`config.mk`:
```
export PLATFORM = sky130hd
export DESIGN_NAME = multicast_group_slot_table_top
export DESIGN_NICKNAME = d
export VERILOG_FILES = /design/src/hw/rtl/mgst_pkg.sv /design/src/hw/rtl/mgst_cell.sv /design/src/hw/rtl/multicast_group_slot_table_top.sv
export VERILOG_INCLUDE_DIRS = /design/src /design/src/hw/rtl
export SDC_FILE = /design/constraint.sdc
export NUM_CORES = 2
export LEC_CHECK = 0
export ABC_AREA = 1
export BUFFER_PORTS_ARGS = -buffer_cell sky130_fd_sc_hd__buf_4
export CORE_UTILIZATION = 62
export DETAILED_ROUTE_END_ITERATION = 8
export GPL_ROUTABILITY_DRIVEN = 0
export PLACE_DENSITY_LB_ADDON = 0.25
export RECOVER_POWER = 100
export SYNTH_ARGS = -nofsm -noshare
export SYNTH_HDL_FRONTEND = slang
export SYNTH_SLANG_ARGS = --single-unit
```
`constraint.sdc`:
```
create_clock -name clock -period 4.6 [get_ports clock]
set_clock_uncertainty 0.2 [all_clocks]
set_input_delay 0.69 -clock clock [delete_from_list [all_inputs] [get_ports clock]]
set_output_delay 0.69 -clock clock [all_outputs]
set_load 0.005 [all_outputs]
```
`src/hw/rtl/multicast_group_slot_table_top_macros.svh`:
```
// Assertion macros for the multicast group slot table.
// Depends on nothing; included by the RTL files that carry assertions.
`ifndef MULTICAST_GROUP_SLOT_TABLE_TOP_MACROS_SVH
`define MULTICAST_GROUP_SLOT_TABLE_TOP_MACROS_SVH

// same-cycle implication, disabled in reset
`define MGST_ASSERT_IMPL(lbl, clk, rst, ante, cons) \
   lbl: assert property (@(posedge clk) disable iff (rst) (ante) |-> (cons)) \
      else $error("mgst assertion failed");

// next-cycle implication, disabled in reset
`define MGST_ASSERT_NEXT(lbl, clk, rst, ante, cons) \
   lbl: assert property (@(posedge clk) disable iff (rst) (ante) |=> (cons)) \
      else $error("mgst assertion failed");

`endif

```
`src/hw/rtl/mgst_pkg.sv`:
```
// Types and constants shared by the multicast group slot table.
// Depends on nothing.
package mgst_pkg;

   localparam int GROUP_W = 24;
   localparam int MEMBER_W = 31;
   localparam int MAP_W = 32;
   localparam int SLOT_W = 6;
   localparam int ROUTER_W = 6;

   typedef enum logic [1:0] {
      ACT_ADD    = 2'd0,
      ACT_REMOVE = 2'd1,
      ACT_FULL   = 2'd2
   } action_type;

   typedef struct packed {
      logic [GROUP_W-1:0]  group_address;
      logic [MEMBER_W-1:0] member_ports;
   } req_type;

   typedef struct packed {
      action_type          action;
      logic [SLOT_W-1:0]   slot;
      logic [MAP_W-1:0]    port_map_written;
      logic [GROUP_W-1:0]  group_echo;
   } rsp_type;

   // search flags handed from cell to cell
   typedef struct packed {
      logic               active;
      logic [GROUP_W-1:0] group;
      logic               hit;
      logic               free;
   } probe_type;

   // slot update broadcast to all cells
   typedef struct packed {
      logic               en;
      logic               valid;
      logic [GROUP_W-1:0] group;
   } wr_type;

endpackage

```
`src/hw/rtl/mgst_cell.sv`:
```
// One table slot: valid flag and group, plus one stage of the search chain.
// Depends on mgst_pkg.
module mgst_cell #(
   parameter int IDX_W = 6,
   parameter int CELL_IDX = 0
) (
   input  logic                  clock,
   input  logic                  reset,
   input  mgst_pkg::probe_type   probe_in,
   input  logic [IDX_W-1:0]      hit_idx_in,
   input  logic [IDX_W-1:0]      free_idx_in,
   output mgst_pkg::probe_type   probe_out,
   output logic [IDX_W-1:0]      hit_idx_out,
   output logic [IDX_W-1:0]      free_idx_out,
   input  mgst_pkg::wr_type      wr,
   input  logic [IDX_W-1:0]      wr_idx
);

   localparam logic [IDX_W-1:0] MY_IDX = IDX_W'(CELL_IDX);

   logic                          valid_ff, valid_in;
   logic [mgst_pkg::GROUP_W-1:0]  group_ff, group_in;
   mgst_pkg::probe_type           probe_ff, probe_in_nx;
   logic [IDX_W-1:0]              hit_idx_ff, hit_idx_in_nx;
   logic [IDX_W-1:0]              free_idx_ff, free_idx_in_nx;
   logic                          hit_here;
   logic                          sel_me;

   assign hit_here = valid_ff && (group_ff == probe_in.group);
   assign sel_me   = wr.en && (wr_idx == MY_IDX);

   always_comb begin
      probe_in_nx        = probe_in;
      probe_in_nx.hit    = probe_in.hit || hit_here;
      probe_in_nx.free   = probe_in.free || !valid_ff;
      hit_idx_in_nx      = probe_in.hit ? hit_idx_in : MY_IDX;
      free_idx_in_nx     = probe_in.free ? free_idx_in : MY_IDX;
      valid_in           = sel_me ? wr.valid : valid_ff;
      group_in           = sel_me ? wr.group : group_ff;
   end

   always_ff @(posedge clock) begin
      if (reset) begin
         valid_ff        <= 1'b0;
         probe_ff.active <= 1'b0;
      end else begin
         valid_ff        <= valid_in;
         probe_ff.active <= probe_in_nx.active;
      end
   end

   // payload, no reset
   always_ff @(posedge clock) begin
      group_ff       <= group_in;
      probe_ff.group <= probe_in_nx.group;
      probe_ff.hit   <= probe_in_nx.hit;
      probe_ff.free  <= probe_in_nx.free;
      hit_idx_ff     <= hit_idx_in_nx;
      free_idx_ff    <= free_idx_in_nx;
   end

   assign probe_out    = probe_ff;
   assign hit_idx_out  = hit_idx_ff;
   assign free_idx_out = free_idx_ff;

endmodule

```
`src/hw/rtl/multicast_group_slot_table_top.sv`:
```
// Multicast group slot table: top level with control and the chain of slot cells.
// Depends on mgst_pkg, mgst_cell and multicast_group_slot_table_top_macros.svh.
// Flow: a request is taken only in the idle state; its probe walks the cell chain one
//   slot per cycle, then the chosen slot is committed and the response registered once
//   the response register is free. No new request is taken until that commit.
// Reset: synchronous, active high; clears every slot's valid flag and
//   sets the router port to none (-1). No clearing pass.
`include "multicast_group_slot_table_top_macros.svh"

module multicast_group_slot_table_top #(
   parameter int TABLE_SLOTS = 64
) (
   input  logic                                 clock,
   input  logic                                 reset,
   input  logic                                 req_valid,
   output logic                                 req_ready,
   input  mgst_pkg::req_type                    req_payload,
   output logic                                 rsp_valid,
   input  logic                                 rsp_ready,
   output mgst_pkg::rsp_type                    rsp_payload,
   input  logic                                 csr_write_enable,
   input  logic signed [mgst_pkg::ROUTER_W-1:0] csr_write_data
);

   localparam int IDX_W = $clog2(TABLE_SLOTS);

   // one-hot control sequencer
   typedef enum logic [2:0] {
      ST_IDLE = 3'b001,  // waiting for a request
      ST_SCAN = 3'b010,  // probe walking the chain
      ST_DONE = 3'b100   // search result held, commit when response slot frees
   } state_type;

   state_type                            state_ff, state_in;
   logic signed [mgst_pkg::ROUTER_W-1:0] router_ff, router_in;
   mgst_pkg::req_type                    req_ff, req_in;
   logic                                 hit_ff, free_ff;
   logic [IDX_W-1:0]                     hit_idx_ff, free_idx_ff;
   logic                                 rsp_valid_ff, rsp_valid_in;
   mgst_pkg::rsp_type                    rsp_ff, rsp_in;

   // chain taps: entry 0 is the injected probe, entry k+1 is cell k's output
   mgst_pkg::probe_type                  chain_probe [TABLE_SLOTS+1];
   logic [IDX_W-1:0]                     chain_hit_idx [TABLE_SLOTS+1];
   logic [IDX_W-1:0]                     chain_free_idx [TABLE_SLOTS+1];
   mgst_pkg::probe_type                  chain_exit;

   mgst_pkg::wr_type                     wr;
   logic [IDX_W-1:0]                     wr_idx;
   logic                                 req_accept;
   logic                                 commit;
   logic [IDX_W-1:0]                     chosen_idx;
   logic [IDX_W+mgst_pkg::SLOT_W-1:0]    chosen_ext;
   logic [mgst_pkg::MAP_W-1:0]           add_map;
   logic [mgst_pkg::MAP_W-1:0]           router_bit;

   assign req_ready  = (state_ff == ST_IDLE);
   assign req_accept = req_valid && req_ready;
   assign rsp_valid  = rsp_valid_ff;
   assign rsp_payload = rsp_ff;

   // probe enters cell 0 on the accepting edge, with the slot state already current
   always_comb begin
      chain_probe[0].active = req_accept;
      chain_probe[0].group  = req_payload.group_address;
      chain_probe[0].hit    = 1'b0;
      chain_probe[0].free   = 1'b0;
      chain_hit_idx[0]      = '0;
      chain_free_idx[0]     = '0;
   end

   genvar k;
   generate
      for (k = 0; k < TABLE_SLOTS; k++) begin : g_cell
         mgst_cell #(
            .IDX_W    (IDX_W),
            .CELL_IDX (k)
         ) u_cell (
            .clock        (clock),
            .reset        (reset),
            .probe_in     (chain_probe[k]),
            .hit_idx_in   (chain_hit_idx[k]),
            .free_idx_in  (chain_free_idx[k]),
            .probe_out    (chain_probe[k+1]),
            .hit_idx_out  (chain_hit_idx[k+1]),
            .free_idx_out (chain_free_idx[k+1]),
            .wr           (wr),
            .wr_idx       (wr_idx)
         );
      end
   endgenerate

   assign chain_exit = chain_probe[TABLE_SLOTS];

   // a match wins over the first free slot; neither means full
   assign chosen_idx = hit_ff ? hit_idx_ff : free_idx_ff;
   assign chosen_ext = {{mgst_pkg::SLOT_W{1'b0}}, chosen_idx};

   // negative router port means none
   assign router_bit = router_ff[mgst_pkg::ROUTER_W-1] ? '0 :
                       (mgst_pkg::MAP_W'(1) << router_ff[4:0]);
   assign add_map    = {req_ff.member_ports, 1'b0} | router_bit;

   assign commit = (state_ff == ST_DONE) && (!rsp_valid_ff || rsp_ready);

   always_comb begin
      state_in     = state_ff;
      router_in    = csr_write_enable ? csr_write_data : router_ff;
      req_in       = req_accept ? req_payload : req_ff;
      rsp_valid_in = rsp_valid_ff && !rsp_ready;
      rsp_in       = rsp_ff;
      wr.en        = 1'b0;
      wr.valid     = 1'b0;
      wr.group     = req_ff.group_address;
      wr_idx       = chosen_idx;

      unique case (state_ff)
         ST_IDLE: begin
            if (req_accept) begin
               state_in = ST_SCAN;
            end
         end
         ST_SCAN: begin
            if (chain_exit.active) begin
               state_in = ST_DONE;
            end
         end
         ST_DONE: begin
            if (commit) begin
               state_in                = ST_IDLE;
               rsp_valid_in            = 1'b1;
               rsp_in.group_echo       = req_ff.group_address;
               if (!hit_ff && !free_ff) begin
                  // table full: nothing written
                  rsp_in.action           = mgst_pkg::ACT_FULL;
                  rsp_in.slot             = '0;
                  rsp_in.port_map_written = '0;
               end else if (req_ff.member_ports != '0) begin
                  wr.en                   = 1'b1;
                  wr.valid                = 1'b1;
                  rsp_in.action           = mgst_pkg::ACT_ADD;
                  rsp_in.slot             = chosen_ext[mgst_pkg::SLOT_W-1:0];
                  rsp_in.port_map_written = add_map;
               end else begin
                  // remove, also of a slot that was already free
                  wr.en                   = 1'b1;
                  wr.valid                = 1'b0;
                  rsp_in.action           = mgst_pkg::ACT_REMOVE;
                  rsp_in.slot             = chosen_ext[mgst_pkg::SLOT_W-1:0];
                  rsp_in.port_map_written = '0;
               end
            end
         end
         default: begin
            state_in = ST_IDLE;
         end
      endcase
   end

   always_ff @(posedge clock) begin
      if (reset) begin
         state_ff     <= ST_IDLE;
         router_ff    <= -6'sd1;
         rsp_valid_ff <= 1'b0;
      end else begin
         state_ff     <= state_in;
         router_ff    <= router_in;
         rsp_valid_ff <= rsp_valid_in;
      end
   end

   // payload registers
   always_ff @(posedge clock) begin
      req_ff <= req_in;
      rsp_ff <= rsp_in;
      if (chain_exit.active) begin
         hit_ff      <= chain_exit.hit;
         free_ff     <= chain_exit.free;
         hit_idx_ff  <= chain_hit_idx[TABLE_SLOTS];
         free_idx_ff <= chain_free_idx[TABLE_SLOTS];
      end
   end

   `MGST_ASSERT_NEXT(a_accept_starts_scan, clock, reset, req_accept, state_ff == ST_SCAN)
   `MGST_ASSERT_IMPL(a_exit_only_in_scan, clock, reset, chain_exit.active, state_ff == ST_SCAN)
   `MGST_ASSERT_IMPL(a_write_only_on_commit, clock, reset, wr.en, commit && (hit_ff || free_ff))
   `MGST_ASSERT_IMPL(a_full_is_empty, clock, reset, rsp_valid_ff && (rsp_ff.action == mgst_pkg::ACT_FULL), (rsp_ff.slot == '0) && (rsp_ff.port_map_written == '0))

endmodule

```
==> summary.txt <==
Worst setup path
  – CP Max Fanout: 38
  – CP bufs+invs: 1
  – Crit-path slowest cell: clkbuf_1
  – Ordered cell list for the critical path: clkbuf_1
  – Worst Setup End Kind: register
  – Crit Path Class: reg2reg
  – Worst EP arrival: 4.17 ns
  – Crit path max-delay family: buffers and inverters
  – CP peak stage delay: 2.73 ns
  – Kind of start point of the critical path: register
  – WP data required: 4.56 ns

Routing
  – Detailed-route via count: 79400
  – Wirelength per Cell: 21.7 um
  – Routed Antenna Nets: 0
  – Initial DRC Count: 9026
  – Met1 wire length: 128000 um
  – Drt via density: 5.27
  – Met3 routed WL: 28600 um
  – Top Metal Used: met5
  – Total Wirelength: 327000 um
  – DR WL met2: 154000 um
  – DRC: 0
  – First-pass iteration count of the detailed router: 9

CTS
  – H-tree levels: 5
  – CTS sink count: 4089
  – Clk root buf: clkbuf_16
  – Skew-Pair Late Insertion Delay: 0.97 ns
  – CTS tree: built
  – Worst-path clk slew: 0.06 ns
  – Post_cts resized: 0
  – Num CTS Buffers: 384
  – Clock buffer depth: 4

Worst hold path
  – Worst hold path class: in2reg

STA
  – RSZ-0062 raised after global routing: no
  – Max Fclk: 0.238 GHz
  – Fin crit share: 91.5%
  – # setup viols final: 0
  – Final Hold Fails: 0
  – Final Slew Violations: 1573
  – Fin crit period: 4.21 ns
  – Rel. slew slack: -163%
  – Fin Setup TNS: 0 ns
  – Slew @ Worst Pin: 3.95 ns

Synthesis
  – Share of the yosys chip area belonging to registers: 74.7%
  – EDFF count, synth: 1669
  – Yosys warnings: 0
  – Ys flop type: dfxtp_1
  – Syn avg cell area: 11.6 um^2
  – Post-Synthesis Net Count: 11400
  – Yosys reg bits: 4089
  – Synth cell types: 46
  – Async set or reset register ratio after synthesis: 0%
  – Cell area after synthesis: 132000 um^2
  – Mapped Cells: 11300

Global routing
  – First-pass GRT wire length: 483000 um
  – Gr ovfl total: 0
  – Initial antenna violation count: 23
  – GRT Util Overall: 30.3%
  – Vias in the first global route: 79400
  – Largest net degree at the start of global routing: 66

Final layout
  – Share of cells above drive strength 1: 9.66%
  – Final #Nets: 12000
  – Final cell count without fillers: 15100
  – Area grow syn2layout: 13.6%

Pwr
  – P_leak: 63.5 nW
  – PwrDens: 496 nW/um^2
  – Power Total: 0.0742 W
  – Sw frac: 21.2%
  – Sequential share of power: 53.2%
  – Net switching power: 0.0157 W
  – VDD IR max: 0.000605 V
  – Clock power share: 43.8%
  – Logic pwr share: 3.0%
  – Pint: 0.0585 W

Floorplan
  – Chip width: 463 um
  – FP Rows: 168
  – Total core area: 210000 um^2
  – Die Span Y: 463 um
  – I/O pin count: 132
  – Effective utilization at floorplan: 62.7%
  – Die area: 215000 um^2

Job
  – Max-capacitance violation count: 30

Placed design
  – Port Buffer Count: 131
  – DPL Wire Length: 202000 um
  – # placed instances: 14300

Run status
  – Status: complete, but fails checks
  – Failing checks: max-capacitance violations, max-slew violations
==> stage by stage <==
| stage | hold slack, ns | instance area (um^2) | setup WS (ns) | util (%) |
|---|---|---|---|---|
| 2_1_floorplan | 0.131 | 132000 | 0.847 | - |
| 3_3_place_gp | 0.136 | 137000 | 1.16 | 65.0 |
| 3_5_place_dp | 0.137 | 137000 | 1.09 | 65.0 |
| 4_1_cts | 0.0673 | 151000 | 1.08 | 71.5 |
| 5_1_grt | 0.0670 | 150000 | 0.453 | 71.2 |
| 6_report | 0.0932 | 150000 | 0.392 | 71.2 |
==> cell families (layout without fill, tap and decap cells) <==
family | count (synthesis) | in the layout | synth area share, %
buf+inv | 2052 | 2959 | 5.96
xor+xnor | 502 | 502 | 3.33
other cells | 0 | 10 | 0
compound gates | 558 | 558 | 2.40
flops | 4089 | 4089 | 74.7
simple gates | 4129 | 4129 | 13.6
==> power groups by stage <==
| stage | Sequential (W) | Clock [W] | Combinational (W) |
|---|---|---|---|
| 2_1_floorplan | 0.0401 | 0 | 0.000689 |
| 3_3_place_gp | 0.0401 | 0 | 0.00215 |
| 3_5_place_dp | 0.0402 | 0 | 0.00218 |
| 4_1_cts | 0.0394 | 0.0327 | 0.00227 |
| 5_1_grt | 0.0395 | 0.0341 | 0.00227 |
| 6_report | 0.0395 | 0.0325 | 0.00221 |
==> placed cells by master (no fill, tap or decap), drive strengths merged <==
cell and instances:
diode 10, o22ai 114, nor3b 3, o21bai 9, inv 2024, o211a 1, nor2 884, nand4 190
o211ai 2, and2 3, a31oi 1, xnor2 372, clkinvlp 12, nand2 2328, edfxtp 1669, nor3 58
buf 13, clkbuf 706, xor2 130, o21ai 305, o2111ai 2, dfxtp 2420, a211oi 1, nor4 3
nand3b 2, nand3 261, clkinv 95, o221ai 1, a21oi 114, or2 397, dlygate4sd3 74, o2bb2ai 8
bufinv 35
==> layout make-up <==
class / count / area, um^2
diodes: 10 / 25.0
multi-input cells: 5189 / 25200
clock inverters: 152 / 1720
fillers: 13600 / 60700
clock buffers: 542 / 11400
flip-flops and latches: 4089 / 98600
well taps: 2805 / 3510
repair buffers: 251 / 1740
inverters: 2014 / 7560
==> synthesized netlist by cell type (114+ instances only) <==
library cell	n	area [um^2]
nor2_1	863	3240
o21ai_0	305	1530
o22ai_1	114	713
dfxtp_1	2420	48400
inv_1	2011	7550
nand4_1	190	1190
edfxtp_1	1669	50100
xnor2_1	372	3260
nand2_1	2276	8540
or2_2	397	2480
nand3_1	255	1280
xor2_1	130	1140
==> per-layer routing <==
metal | vias up | global-route usage, %
li1 | 36700 | -
met1 | 37800 | 39.7
met2 | 3905 | 49.4
met3 | 971 | 4.54
met4 | 6 | 15.0
met5 | - | 0
==> path summary, 6_finish.rpt <==
path / startpoint / endpoint / slack (ns) / cells past startpoint
min reg2reg: g_cell[46].u_cell.probe_out[18] / g_cell[47].u_cell.probe_out[18] / 0.12 / 0
min: rsp_ready / rsp_valid / 0.09 / 4
max reg2reg: req_ff[38] / g_cell[43].u_cell.group_ff[7] / 0.39 / 1
max: req_ff[38] / g_cell[43].u_cell.group_ff[7] / 0.39 / 1
==> sequential cells by signal, summed over array words and instances, names as in the netlist <==
register                    flops
req_ff                         55
hit_ff                          1
g_cell.u_cell.valid_ff         64
g_cell.u_cell.hit_idx_out     321
free_idx_ff                     6
g_cell.u_cell.probe_out      1704
rsp_payload                    64
rsp_valid                       1
g_cell.u_cell.group_ff       1536
router_ff                       6
hit_idx_ff                      6
g_cell.u_cell.free_idx_out    321
free_ff                         1
state_ff                        3
==> repair_timing <==
action                    in CTS  in global routing
buffers inserted               0                  0
hold endpoints to repair      97                  0
hold buffers                  74                  0
Note: power is estimated with default switching activity, not from simulation.
